### src/rtl/core/clp_pkg.sv
`timescale 1ns / 1ps

package clp_pkg;

    // Default sizing of the parser.
    localparam int MAX_DATA_DEF        = 8;
    localparam int FRACTION_DIGITS_DEF = 6;
    localparam int QUEUE_DEPTH         = 2;

    // Field widths.
    localparam int SEC_W   = 34;
    localparam int FRAC_W  = 20;
    localparam int FDIG_W  = 3;
    localparam int ID_W    = 29;
    localparam int CNT_W   = 4;
    localparam int DATA_W  = 64;
    localparam int TS_W    = 53;
    localparam int STAT_W  = 2;

    // Status codes.
    localparam logic [STAT_W-1:0] ST_OK      = 2'd0;
    localparam logic [STAT_W-1:0] ST_BAD     = 2'd1;
    localparam logic [STAT_W-1:0] ST_OVER    = 2'd2;
    localparam logic [STAT_W-1:0] ST_MISSING = 2'd3;

    // One character of a log line.
    typedef struct packed {
        logic [7:0] character;
        logic       line_end;
    } char_item_t;

    // One parsed line.
    typedef struct packed {
        logic [TS_W-1:0]   timestamp_us;
        logic [ID_W-1:0]   frame_id;
        logic [CNT_W-1:0]  byte_count;
        logic [DATA_W-1:0] data_bytes;
        logic [STAT_W-1:0] status;
    } result_item_t;

    // Raw line fields handed from the parser to the timestamp back end.
    typedef struct packed {
        logic [SEC_W-1:0]  seconds;
        logic [FRAC_W-1:0] fraction;
        logic [FDIG_W-1:0] fraction_digits;
        logic [ID_W-1:0]   frame_id;
        logic [CNT_W-1:0]  byte_count;
        logic [DATA_W-1:0] data_bytes;
        logic [STAT_W-1:0] status;
    } line_rec_t;

endpackage

### src/rtl/core/can_log_line_parser.sv
// Channel   Direction  Payload                  Handshake
// char      in         clp_pkg::char_item_t     char_valid / char_ready
// result    out        clp_pkg::result_item_t   result_valid / result_ready
//
// One character is taken per cycle while the line queue has room; the parser updates its
// line state in that cycle. A line's result passes the line queue, the register after the
// seconds and fraction multipliers, and the result register after the add and saturation.
// Reset clears the line state, the two-entry line queue and the stage valid flags.
// A stalled result holds the back end; characters keep flowing until the queue fills.
`timescale 1ns / 1ps

module can_log_line_parser #(
    parameter int MAX_DATA        = clp_pkg::MAX_DATA_DEF,
    parameter int FRACTION_DIGITS = clp_pkg::FRACTION_DIGITS_DEF
) (
    input  logic                   clk,
    input  logic                   rst_n,
    input  logic                   char_valid,
    output logic                   char_ready,
    input  clp_pkg::char_item_t    char_data,
    output logic                   result_valid,
    input  logic                   result_ready,
    output clp_pkg::result_item_t  result_data
);

    logic                room;
    logic                push;
    clp_pkg::line_rec_t  push_rec;
    logic                pop;
    logic                head_valid;
    clp_pkg::line_rec_t  head_rec;

    // Character parser.
    clp_front #(
        .MAX_DATA        (MAX_DATA),
        .FRACTION_DIGITS (FRACTION_DIGITS)
    ) u_front (
        .clk        (clk),
        .rst_n      (rst_n),
        .char_valid (char_valid),
        .char_ready (char_ready),
        .char_data  (char_data),
        .room       (room),
        .push       (push),
        .rec        (push_rec)
    );

    // Line queue between parser and back end.
    clp_queue u_queue (
        .clk        (clk),
        .rst_n      (rst_n),
        .push       (push),
        .push_rec   (push_rec),
        .room       (room),
        .pop        (pop),
        .head_valid (head_valid),
        .head_rec   (head_rec)
    );

    // Timestamp arithmetic and result register.
    clp_back u_back (
        .clk          (clk),
        .rst_n        (rst_n),
        .head_valid   (head_valid),
        .head_rec     (head_rec),
        .pop          (pop),
        .result_valid (result_valid),
        .result_ready (result_ready),
        .result_data  (result_data)
    );

endmodule

### src/rtl/core/clp_front.sv
`timescale 1ns / 1ps

module clp_front #(
    parameter int MAX_DATA        = clp_pkg::MAX_DATA_DEF,
    parameter int FRACTION_DIGITS = clp_pkg::FRACTION_DIGITS_DEF
) (
    input  logic                  clk,
    input  logic                  rst_n,
    input  logic                  char_valid,
    output logic                  char_ready,
    input  clp_pkg::char_item_t   char_data,
    input  logic                  room,
    output logic                  push,
    output clp_pkg::line_rec_t    rec
);

    localparam logic [2:0] PH_START    = 3'd0;
    localparam logic [2:0] PH_SECONDS  = 3'd1;
    localparam logic [2:0] PH_FRACTION = 3'd2;
    localparam logic [2:0] PH_GAP      = 3'd3;
    localparam logic [2:0] PH_IFACE    = 3'd4;
    localparam logic [2:0] PH_ID       = 3'd5;
    localparam logic [2:0] PH_DATA     = 3'd6;

    localparam logic [clp_pkg::SEC_W-1:0] SEC_MAX = {clp_pkg::SEC_W{1'b1}};
    localparam logic [clp_pkg::ID_W-1:0]  ID_MAX  = {clp_pkg::ID_W{1'b1}};
    localparam logic [clp_pkg::CNT_W-1:0] MAX_BYTES = clp_pkg::CNT_W'(MAX_DATA);
    localparam logic [clp_pkg::FDIG_W-1:0] MAX_FDIG = clp_pkg::FDIG_W'(FRACTION_DIGITS);

    logic [2:0]                    phase_reg, phase_next;
    logic [clp_pkg::SEC_W-1:0]     sec_reg, sec_next;
    logic [clp_pkg::FRAC_W-1:0]    frac_reg, frac_next;
    logic [clp_pkg::FDIG_W-1:0]    fdig_reg, fdig_next;
    logic [clp_pkg::ID_W-1:0]      id_reg, id_next;
    logic [4:0]                    nib_reg, nib_next;
    logic [clp_pkg::CNT_W-1:0]     cnt_reg, cnt_next;
    logic [clp_pkg::DATA_W-1:0]    data_reg, data_next;
    logic [clp_pkg::STAT_W-1:0]    err_reg, err_next;
    logic                          seen_reg, seen_next;

    logic [7:0]  c;
    logic        accept;
    logic        blank;
    logic        is_digit;
    logic [3:0]  dval;
    logic        is_hex;
    logic [3:0]  hval;
    logic [clp_pkg::SEC_W+3:0]  sec_x10;
    logic [clp_pkg::ID_W+3:0]   id_x16;
    logic [clp_pkg::FRAC_W-1:0] frac_x10;
    logic [7:0]  new_byte;

    assign char_ready = room;
    assign accept     = char_valid && room;
    assign c          = char_data.character;

    // Character classes.
    always_comb
    begin
        blank    = (c == 8'h20) || (c == 8'h09) || (c == 8'h0A) || (c == 8'h0D);
        is_digit = (c >= 8'h30) && (c <= 8'h39);
        dval     = 4'(c - 8'h30);
        is_hex   = 1'b1;
        hval     = dval;
        if (is_digit)
        begin
            hval = dval;
        end
        else if ((c >= 8'h61) && (c <= 8'h66))
        begin
            hval = 4'(c - 8'h57);
        end
        else if ((c >= 8'h41) && (c <= 8'h46))
        begin
            hval = 4'(c - 8'h37);
        end
        else
        begin
            is_hex = 1'b0;
        end
    end

    // Digit accumulation with overflow detection.
    assign sec_x10  = ({4'd0, sec_reg} << 3) + ({4'd0, sec_reg} << 1)
                      + {{(clp_pkg::SEC_W){1'b0}}, dval};
    assign id_x16   = {id_reg, 4'd0} + {{(clp_pkg::ID_W){1'b0}}, hval};
    assign frac_x10 = (frac_reg << 3) + (frac_reg << 1) + {{(clp_pkg::FRAC_W-4){1'b0}}, dval};
    assign new_byte = {nib_reg[3:0], hval};

    // Parser state machine; the whole line state clears after its last character.
    always_comb
    begin
        phase_next = phase_reg;
        sec_next   = sec_reg;
        frac_next  = frac_reg;
        fdig_next  = fdig_reg;
        id_next    = id_reg;
        nib_next   = nib_reg;
        cnt_next   = cnt_reg;
        data_next  = data_reg;
        err_next   = err_reg;
        seen_next  = seen_reg;
        push       = 1'b0;
        rec        = '0;

        if (accept && (err_reg == clp_pkg::ST_OK))
        begin
            if (phase_reg == PH_IFACE)
            begin
                if (blank)
                begin
                    phase_next = PH_ID;
                    seen_next  = 1'b0;
                end
            end
            else if (!blank)
            begin
                case (phase_reg)
                    PH_START:
                    begin
                        if (c == 8'h28)
                        begin
                            phase_next = PH_SECONDS;
                            seen_next  = 1'b0;
                        end
                        else
                        begin
                            err_next = clp_pkg::ST_BAD;
                        end
                    end
                    PH_SECONDS, PH_FRACTION:
                    begin
                        if (is_digit)
                        begin
                            seen_next = 1'b1;
                            if (phase_reg == PH_SECONDS)
                            begin
                                if (sec_x10 > {4'd0, SEC_MAX})
                                begin
                                    sec_next = SEC_MAX;
                                end
                                else
                                begin
                                    sec_next = sec_x10[clp_pkg::SEC_W-1:0];
                                end
                            end
                            else if (fdig_reg < MAX_FDIG)
                            begin
                                frac_next = frac_x10;
                                fdig_next = fdig_reg + 3'd1;
                            end
                        end
                        else if ((c == 8'h2E) && (phase_reg == PH_SECONDS))
                        begin
                            phase_next = PH_FRACTION;
                        end
                        else if (c == 8'h29)
                        begin
                            if (!seen_reg)
                            begin
                                err_next = clp_pkg::ST_MISSING;
                            end
                            else
                            begin
                                phase_next = PH_GAP;
                            end
                        end
                        else
                        begin
                            err_next = clp_pkg::ST_BAD;
                        end
                    end
                    PH_GAP:
                    begin
                        phase_next = PH_IFACE;
                    end
                    PH_ID:
                    begin
                        if (is_hex)
                        begin
                            seen_next = 1'b1;
                            if (id_x16 > {4'd0, ID_MAX})
                            begin
                                id_next = ID_MAX;
                            end
                            else
                            begin
                                id_next = id_x16[clp_pkg::ID_W-1:0];
                            end
                        end
                        else if (c == 8'h23)
                        begin
                            if (!seen_reg)
                            begin
                                err_next = clp_pkg::ST_MISSING;
                            end
                            else
                            begin
                                phase_next = PH_DATA;
                                nib_next   = 5'd0;
                            end
                        end
                        else
                        begin
                            err_next = clp_pkg::ST_BAD;
                        end
                    end
                    PH_DATA:
                    begin
                        if (!is_hex)
                        begin
                            err_next = clp_pkg::ST_BAD;
                        end
                        else if (!nib_reg[4])
                        begin
                            nib_next = {1'b1, hval};
                        end
                        else
                        begin
                            nib_next = 5'd0;
                            if (cnt_reg >= MAX_BYTES)
                            begin
                                err_next = clp_pkg::ST_OVER;
                            end
                            else
                            begin
                                data_next[8*cnt_reg[2:0] +: 8] =
                                    data_reg[8*cnt_reg[2:0] +: 8] | new_byte;
                                cnt_next = cnt_reg + 4'd1;
                            end
                        end
                    end
                    default:
                    begin
                        err_next = clp_pkg::ST_BAD;
                    end
                endcase
            end
        end

        // Hand the finished line to the back end and start over.
        if (accept && char_data.line_end)
        begin
            push                = 1'b1;
            rec.seconds         = sec_next;
            rec.fraction        = frac_next;
            rec.fraction_digits = fdig_next;
            rec.frame_id        = id_next;
            rec.byte_count      = cnt_next;
            rec.data_bytes      = data_next;
            if (err_next != clp_pkg::ST_OK)
            begin
                rec.status = err_next;
            end
            else if (phase_next != PH_DATA)
            begin
                rec.status = clp_pkg::ST_MISSING;
            end
            else
            begin
                rec.status = clp_pkg::ST_OK;
            end
            phase_next = PH_START;
            sec_next   = '0;
            frac_next  = '0;
            fdig_next  = '0;
            id_next    = '0;
            nib_next   = '0;
            cnt_next   = '0;
            data_next  = '0;
            err_next   = clp_pkg::ST_OK;
            seen_next  = 1'b0;
        end
    end

    // Line state registers.
    always_ff @(posedge clk or negedge rst_n)
    begin
        if (!rst_n)
        begin
            phase_reg <= PH_START;
            sec_reg   <= '0;
            frac_reg  <= '0;
            fdig_reg  <= '0;
            id_reg    <= '0;
            nib_reg   <= '0;
            cnt_reg   <= '0;
            data_reg  <= '0;
            err_reg   <= clp_pkg::ST_OK;
            seen_reg  <= 1'b0;
        end
        else
        begin
            phase_reg <= phase_next;
            sec_reg   <= sec_next;
            frac_reg  <= frac_next;
            fdig_reg  <= fdig_next;
            id_reg    <= id_next;
            nib_reg   <= nib_next;
            cnt_reg   <= cnt_next;
            data_reg  <= data_next;
            err_reg   <= err_next;
            seen_reg  <= seen_next;
        end
    end

endmodule

### src/rtl/core/clp_queue.sv
`timescale 1ns / 1ps

module clp_queue (
    input  logic                clk,
    input  logic                rst_n,
    input  logic                push,
    input  clp_pkg::line_rec_t  push_rec,
    output logic                room,
    input  logic                pop,
    output logic                head_valid,
    output clp_pkg::line_rec_t  head_rec
);

    localparam int DEPTH = clp_pkg::QUEUE_DEPTH;
    localparam int PTR_W = (DEPTH > 1) ? $clog2(DEPTH) : 1;
    localparam int CNT_W = $clog2(DEPTH + 1);
    localparam logic [PTR_W-1:0] LAST = PTR_W'(DEPTH - 1);
    localparam logic [CNT_W-1:0] FULL = CNT_W'(DEPTH);

    clp_pkg::line_rec_t  entry_reg [DEPTH];
    logic [PTR_W-1:0]    wr_reg, wr_next;
    logic [PTR_W-1:0]    rd_reg, rd_next;
    logic [CNT_W-1:0]    cnt_reg, cnt_next;
    logic                do_push;
    logic                do_pop;

    assign room       = (cnt_reg != FULL);
    assign head_valid = (cnt_reg != '0);
    assign head_rec   = entry_reg[rd_reg];
    assign do_push    = push && room;
    assign do_pop     = pop && head_valid;

    // Pointer and fill count update.
    always_comb
    begin
        wr_next  = wr_reg;
        rd_next  = rd_reg;
        cnt_next = cnt_reg;
        if (do_push)
        begin
            wr_next = (wr_reg == LAST) ? '0 : wr_reg + PTR_W'(1);
        end
        if (do_pop)
        begin
            rd_next = (rd_reg == LAST) ? '0 : rd_reg + PTR_W'(1);
        end
        if (do_push && !do_pop)
        begin
            cnt_next = cnt_reg + CNT_W'(1);
        end
        else if (do_pop && !do_push)
        begin
            cnt_next = cnt_reg - CNT_W'(1);
        end
    end

    always_ff @(posedge clk or negedge rst_n)
    begin
        if (!rst_n)
        begin
            wr_reg  <= '0;
            rd_reg  <= '0;
            cnt_reg <= '0;
        end
        else
        begin
            wr_reg  <= wr_next;
            rd_reg  <= rd_next;
            cnt_reg <= cnt_next;
        end
    end

    // Entry storage.
    always_ff @(posedge clk)
    begin
        if (do_push)
        begin
            entry_reg[wr_reg] <= push_rec;
        end
    end

endmodule

### src/rtl/core/clp_back.sv
`timescale 1ns / 1ps

module clp_back (
    input  logic                   clk,
    input  logic                   rst_n,
    input  logic                   head_valid,
    input  clp_pkg::line_rec_t     head_rec,
    output logic                   pop,
    output logic                   result_valid,
    input  logic                   result_ready,
    output clp_pkg::result_item_t  result_data
);

    localparam int MUL_W = clp_pkg::SEC_W + 14;
    localparam int SUM_W = MUL_W + 7;
    localparam logic [clp_pkg::SEC_W-1:0] SEC_LIMIT = 34'd9007199254;
    localparam logic [SUM_W-1:0] TS_MAX = SUM_W'({clp_pkg::TS_W{1'b1}});

    // Scale for a fraction of the given digit count, in microseconds.
    function automatic logic [clp_pkg::FRAC_W-1:0] frac_scale(
        input logic [clp_pkg::FDIG_W-1:0] digits);
        logic [clp_pkg::FRAC_W-1:0] s;
        begin
            case (digits)
                3'd0:    s = 20'd1000000;
                3'd1:    s = 20'd100000;
                3'd2:    s = 20'd10000;
                3'd3:    s = 20'd1000;
                3'd4:    s = 20'd100;
                3'd5:    s = 20'd10;
                default: s = 20'd1;
            endcase
            frac_scale = s;
        end
    endfunction

    logic                        s1_valid_reg;
    logic [MUL_W-1:0]            s1_sec_mul_reg;
    logic [clp_pkg::FRAC_W-1:0]  s1_frac_us_reg;
    logic                        s1_big_reg;
    clp_pkg::line_rec_t          s1_rec_reg;
    logic                        out_valid_reg;
    clp_pkg::result_item_t       out_reg, out_next;

    logic                        adv_out;
    logic                        adv_s1;
    logic [MUL_W-1:0]            sec_mul;
    logic [2*clp_pkg::FRAC_W-1:0] frac_mul;
    logic [SUM_W-1:0]            ts_sum;

    assign adv_out      = !out_valid_reg || result_ready;
    assign adv_s1       = !s1_valid_reg || adv_out;
    assign pop          = head_valid && adv_s1;
    assign result_valid = out_valid_reg;
    assign result_data  = out_reg;

    // Stage one: seconds times 15625 (the shift by six follows) and fraction scaling.
    assign sec_mul  = MUL_W'(head_rec.seconds) * MUL_W'(14'd15625);
    assign frac_mul = head_rec.fraction * frac_scale(head_rec.fraction_digits);

    always_ff @(posedge clk)
    begin
        if (adv_s1)
        begin
            s1_sec_mul_reg <= sec_mul;
            s1_frac_us_reg <= frac_mul[clp_pkg::FRAC_W-1:0];
            s1_big_reg     <= (head_rec.seconds > SEC_LIMIT);
            s1_rec_reg     <= head_rec;
        end
    end

    // Stage two: add, saturate, and clear the fields of a failed line.
    assign ts_sum = {1'b0, s1_sec_mul_reg, 6'd0} + SUM_W'(s1_frac_us_reg);

    always_comb
    begin
        out_next = '0;
        out_next.status = s1_rec_reg.status;
        if (s1_rec_reg.status == clp_pkg::ST_OK)
        begin
            if (s1_big_reg || (ts_sum > TS_MAX))
            begin
                out_next.timestamp_us = {clp_pkg::TS_W{1'b1}};
            end
            else
            begin
                out_next.timestamp_us = ts_sum[clp_pkg::TS_W-1:0];
            end
            out_next.frame_id   = s1_rec_reg.frame_id;
            out_next.byte_count = s1_rec_reg.byte_count;
            out_next.data_bytes = s1_rec_reg.data_bytes;
        end
    end

    always_ff @(posedge clk)
    begin
        if (adv_out)
        begin
            out_reg <= out_next;
        end
    end

    // Valid flags of both stages.
    always_ff @(posedge clk or negedge rst_n)
    begin
        if (!rst_n)
        begin
            s1_valid_reg  <= 1'b0;
            out_valid_reg <= 1'b0;
        end
        else
        begin
            if (adv_s1)
            begin
                s1_valid_reg <= head_valid;
            end
            if (adv_out)
            begin
                out_valid_reg <= s1_valid_reg;
            end
        end
    end

endmodule

### config.mk
export PLATFORM = sky130hd
export DESIGN_NAME = can_log_line_parser
export DESIGN_NICKNAME = d
export VERILOG_FILES = /design/src/rtl/core/clp_pkg.sv /design/src/rtl/core/can_log_line_parser.sv /design/src/rtl/core/clp_front.sv /design/src/rtl/core/clp_queue.sv /design/src/rtl/core/clp_back.sv
export SDC_FILE = /design/constraint.sdc
export NUM_CORES = 2
export LEC_CHECK = 0
export BUFFER_PORTS_ARGS = -buffer_cell sky130_fd_sc_hd__buf_2
export CAP_MARGIN = 20
export CORE_AREA = 3 3 352 354
export CTS_CLUSTER_SIZE = 16
export DETAILED_ROUTE_END_ITERATION = 10
export DIE_AREA = 0 0 355 357
export GPL_TIMING_DRIVEN = 0
export PLACE_DENSITY_LB_ADDON = 0.15
export SETUP_SLACK_MARGIN = 0.15
export SYNTH_ARGS = -nofsm -noshare
export SYNTH_HDL_FRONTEND = slang
export SYNTH_SLANG_ARGS = --single-unit
### constraint.sdc
create_clock -name clk -period 10.4 [get_ports clk]
set_input_delay 2.08 -clock clk [delete_from_list [all_inputs] [get_ports clk]]
set_output_delay 2.08 -clock clk [all_outputs]
set_load 0.005 [all_outputs]
; ---- Yosys cells after proc, flatten, opt, wreduce, memory -nomap -nowiden
; Memories as Yosys holds them, arrays and structs flattened.
; Index checks and enable logic that the tools add are counted.
[totals]
out_inout_bits = 154
ramBits = 312
memories = 1
elab_cells = 243
ff_bits = 491
[mem_list]
columns = memory, words, width, rd, rd_ports_with_merged_regs, wr, line_no
row1 = u_queue.entry_reg, 2, 156, 1, 0, 1, clp_queue.sv:20  ; clp_pkg::line_rec_t entry_reg [DEPTH];
[op_classes]
order_cmp = 12
bitwise = 1
shifts = 3
mul = 2
addsub = 16
n_eq_ne = 32
n_reduce_logical = 35
mux = 114
[op_table]
columns = operator, n
row1 = $mux 64, 8
row2 = $mux 34, 8
row3 = $mux 29, 7
row4 = $mux 20, 8
row5 = $mux 156, 1
row6 = $pmux 20 s6, 1
row7 = $bwmux 64, 1
row8 = $shift 8x34->64 const A, 1
row9 = $shiftx 64x7->8, 1
row10 = $shiftx 8x34->64, 1
row11 = $mux 3, 21
row12 = $add 54x20->55, 1
row13 = $gt 55x53->1 const B, 1
row14 = $mux 53, 1
row15 = $mul 34x14->48 const B, 1
row16 = $mux 5, 9
row17 = $mux 4, 11
row18 = $eq 8x6->1 const B, 5
row19 = $add 37x35->38, 1
row20 = $add 38x4->38, 1
row21 = $gt 38x34->1 const B, 1
row22 = $mux 2, 18
row23 = $gt 34x34->1 const B, 1
row24 = $neg 6->34, 1
row25 = other kinds (44), 105

; ---- Logic depth before layout (Yosys ltp)
[logic_depth]
ltp_word = 16
depth_mapped = 31
depth_no_buf = 27

; ---- Modules after synthesis
; From an unflattened synthesis, not the netlist that was laid out.
[unflattened]
cells_unflattened = 4097
hier_area_um2 = 49143.4
[by_module_without_submodules]
columns = module, cells_per_inst, instances, area_per_inst_um2, seq_area_each_um2
row1 = clp_back, 2228, 1, 25859.8, 9659.3
row2 = clp_front, 1366, 1, 11792.6, 4129.0
row3 = clp_queue, 503, 1, 11491.0, 9469.1

; ---- Worst setup path after synthesis
; No wires, ideal clock.
[synth_timing]
path_kind = input port to flip-flop
from = input port char_data[0] (netlist bit)
to = memory u_queue.entry_reg[0][0] (netlist bit) (enable)
t_required_ps = 9725
setup_slack_ps = 509
path_stages = 4
setup_time_ps = 675
arrival_ps = 9216
path_buffers = 2
cell_sequence = nand3_1 clkbuf_1 clkbuf_1 nor2_1
[synth_via]
elab_chain_cells = 5
[synth_rtl]
columns = item, line_no
row1 = start: declaration, can_log_line_parser.sv:20  ; input clp_pkg::char_item_t char_data,
row2 = $logic_and 1x1->1, clp_front.sv:242  ; if (accept && char_data.line_end)
row3 = $mux 1, clp_front.sv:242
row4 = $logic_and 1x1->1, clp_queue.sv:30  ; assign do_push = push && room;
row5 = $mux 1, clp_queue.sv:76  ; if (do_push)
row6 = $mux 1 (implied by the code), clp_queue.sv:78  ; entry_reg[wr_reg] <= push_rec;
row7 = end: declaration, clp_queue.sv:20
; Every way passes these cells.

; ---- Worst setup path in the final report
[layout_timing]
from = register u_queue.rd_reg
to = register u_back.s1_sec_mul_reg[44] (data pin)
[layout_via]
elab_chain_cells = 2
[layout_rtl]
columns = item, line_no
row1 = start: declaration, clp_queue.sv:22  ; logic [PTR_W-1:0] rd_reg, rd_next;
row2 = start signal: assignment, clp_queue.sv:68  ; rd_reg <= rd_next;
row3 = $mem_v2 2x156, -
row4 = $mul 34x14->48, clp_back.sv:58  ; assign sec_mul = MUL_W'(head_rec.seconds) * MUL_W'(14'd15625);
row5 = named net u_back.sec_mul[44], clp_back.sv:47  ; logic [MUL_W-1:0] sec_mul;
row6 = end signal: assignment, clp_back.sv:65  ; s1_sec_mul_reg <= sec_mul;
row7 = end: declaration, clp_back.sv:38  ; logic [MUL_W-1:0] s1_sec_mul_reg;
; The timed path passes the listed nets, and every way through them passes these cells.
; A chain may end at the register's enable or synchronous reset.

==> results.md <==
* Outcome: completed
* Starting Density at 0.398
* Final worst-path cycle share at 0.931
* Initial antenna violation count at 10
* Hold path cells at 1
* Post-synthesis to final-layout area growth at 13.6%
* First-iteration detailed-routing DRC count at 1902
* Congestion Overflow GR at 0
* DP Area at 51700 µm²
* Min-Delay Path Class: reg -> reg
* Clk slew on worst S/H paths at 0.06 ns
* Net count, final at 5043
* Post-synthesis sequential area ratio at 0.481
* Reg2Reg Depth at 31
* H-Tree Depth at 3
* Clock Sink Count at 803
* EDFF count, synth at 632
* Vias per cell at 5.08
* CTS max path bufs at 3
* Core box area at 121000 µm²
* Root Buffer: clkbuf_16
* CP arrival at 10.12 ns
* Final Hold Violating Endpoints at 0
* Mapped Avg Cell Area at 11.8 µm²
* CTS tree: yes
* DR WL/cell at 19.4 µm
* FMAX at 103 MHz
* Synth cell count leaders: edfxtp_1, nor2_1, inv_1, ha_1, fa_1
* Die H at 357 µm
* ANT nets after route at 0
* Synth top area share at 0.393
* Placed cells at 5909
* Buf/Inv on CP at 12
* Non-Filler Instances at 6083
* Setup-failing EPs final at 0
* Tmin final at 9.68 ns
* Port bufs at 166
* Drt drc at 0
* Crit-path slowest cell: fa_1
* GRT Overall Usage at 0.188
* Final Max Slew Viols at 0
* Max cap viols at 0
* Netlist cell types at 78
* Gate count after technology mapping at 4091
* Crit path largest cell delay at 0.61 ns
* # IOs at 167
* Synth warnings at 0
* Die Wd at 355 µm
* RSZ-0062 raised after global routing: yes
* Max-slew headroom at 0.320
* Largest delay share family, worst path: adder cells
* Post-synth design cell area at 48300 µm²
* Max reg flops at 312
* Via count at 30900
* Detail Placement HPWL at 90900 µm
* DR pass1 iterations at 6
* Layout cells sized above 1 at 0.121
* Number of synthesized register bits at 803
* Most frequent cell after synthesis: edfxtp_1
* CP required at 10.83 ns
* CP startpoint kind: flip-flop
* Die area at 127000 µm²
* TritonCTS Buffers at 91
* Largest net degree at the start of global routing at 99
* Critical Path Stages at 31
* Syn_nets at 4758
* Ys flop type: edfxtp_1
* Final Skew at 0.0389 ns
* Setup CP Type: reg -> reg
* Worst skew pair latency at 0.70 ns
* Fraction of registers with async set/reset at 0.213
* Yosys top cell by area: edfxtp_1
* Number of global-route vias before repair at 31500
* CP max FO at 13
* Top post-synthesis cells by area: edfxtp_1, fa_1, ha_1
* GPL Wtd Cong at 0.904
* Final Cell Area at 54900 µm²
* CP endpoint kind: flip-flop
* Worst slew pin tran at 1.02 ns
* First-pass GRT wire length at 184000 µm
* FP Rows at 128
* Detailed Route WL at 118000 µm
==> per-layer routing <==
layer  up-vias  share of wire  global-route usage
li1      14800              -                   -
met5         -        0.00047                   0
met4         8          0.028              0.0613
met2       623           0.45               0.292
met1     15400           0.47               0.267
met3       171          0.050              0.0333
==> per-stage QoR <==
step / setup slack [ns] / hold slack, ns / util / setup TNS (ns)
CTS: 0.352 / 0.473 / 0.452 / 0
finish: 0.716 / 0.482 / 0.452 / 0
floorplan: 0.509 / 0.435 / - / 0
detailed placement: 0.000107 / 0.463 / 0.426 / 0
global placement: -5.53 / 0.469 / 0.422 / -1067.94
global route: 0.146 / 0.499 / 0.452 / 0
==> cell usage in the layout (no fill, tap or decap), types with 121 or more instances in the layout <==
master	instances
clkbuf_1	121
inv_1	394
ha_1	381
mux2_2	121
nor2_1	504
edfxtp_1	632
a21oi_1	235
fa_1	273
dfrtp_1	171
nand2_1	230
buf_2	188
==> worst paths after layout <==
kind                                      from                         to  slack, ns
min in group asynchronous                rst_n         u_front.id_reg[12]       1.44
setup reg to reg                u_queue.rd_reg  u_back.s1_sec_mul_reg[44]       0.72
max in group asynchronous                rst_n        u_front.sec_reg[15]       8.05
hold / removal             u_back.s1_valid_reg        u_back.result_valid       0.48
setup / recovery                u_queue.rd_reg  u_back.s1_sec_mul_reg[44]       0.72
hold reg to reg            u_back.s1_valid_reg        u_back.result_valid       0.48
==> cells by family (layout without fill, tap and decap cells) <==
| kind of cell | after synthesis | in the layout | share of synthesized area |
|---|---|---|---|
| muxes | 207 | 207 | 0.0502 |
| adders and majority gates | 654 | 654 | 0.212 |
| AOI/OAI and AO/OA | 607 | 607 | 0.0778 |
| xor gates and xnor gates | 174 | 174 | 0.0315 |
| buffers and inverters | 541 | 902 | 0.0432 |
| and+or+nand+nor | 1105 | 1105 | 0.104 |
| DFF | 803 | 803 | 0.481 |
| other | 0 | 6 | 0 |
==> area by class of cell <==
class                      count  area [µm²]
fill                       11400       66500
buffer                       145         606
clock inverter                49         621
sequential                   803       23300
multi-input combinational   2747       23000
clock buffer                 120        2510
inverter                     395        1480
tap                         1625        2030
antenna                        6        15.0
timing repair buffer         193        1360
==> what timing repair did <==
action,CTS,global route
setup endpoints to repair,6,6
buffers inserted,0,0
gates resized for setup,0,5
hold buffers,0,0
==> worst register-to-register path, delay by kind of cell (launching register included) <==
kind | cells | cell delay (ns)
AND/OR/NAND/NOR | 1 | 0.06
buffers and inverters | 12 | 2.92
AO/OA/AOI/OAI | 9 | 2.28
XOR/XNOR | 1 | 0.08
multiplexers | 1 | 0.41
flip-flops | 1 | 0.37
adder cells (fa/ha/maj) | 7 | 3.33
Power is left out: the tool's default activity adds up to more than one toggle a clock period on the data nets, which glitch-free logic cannot reach.
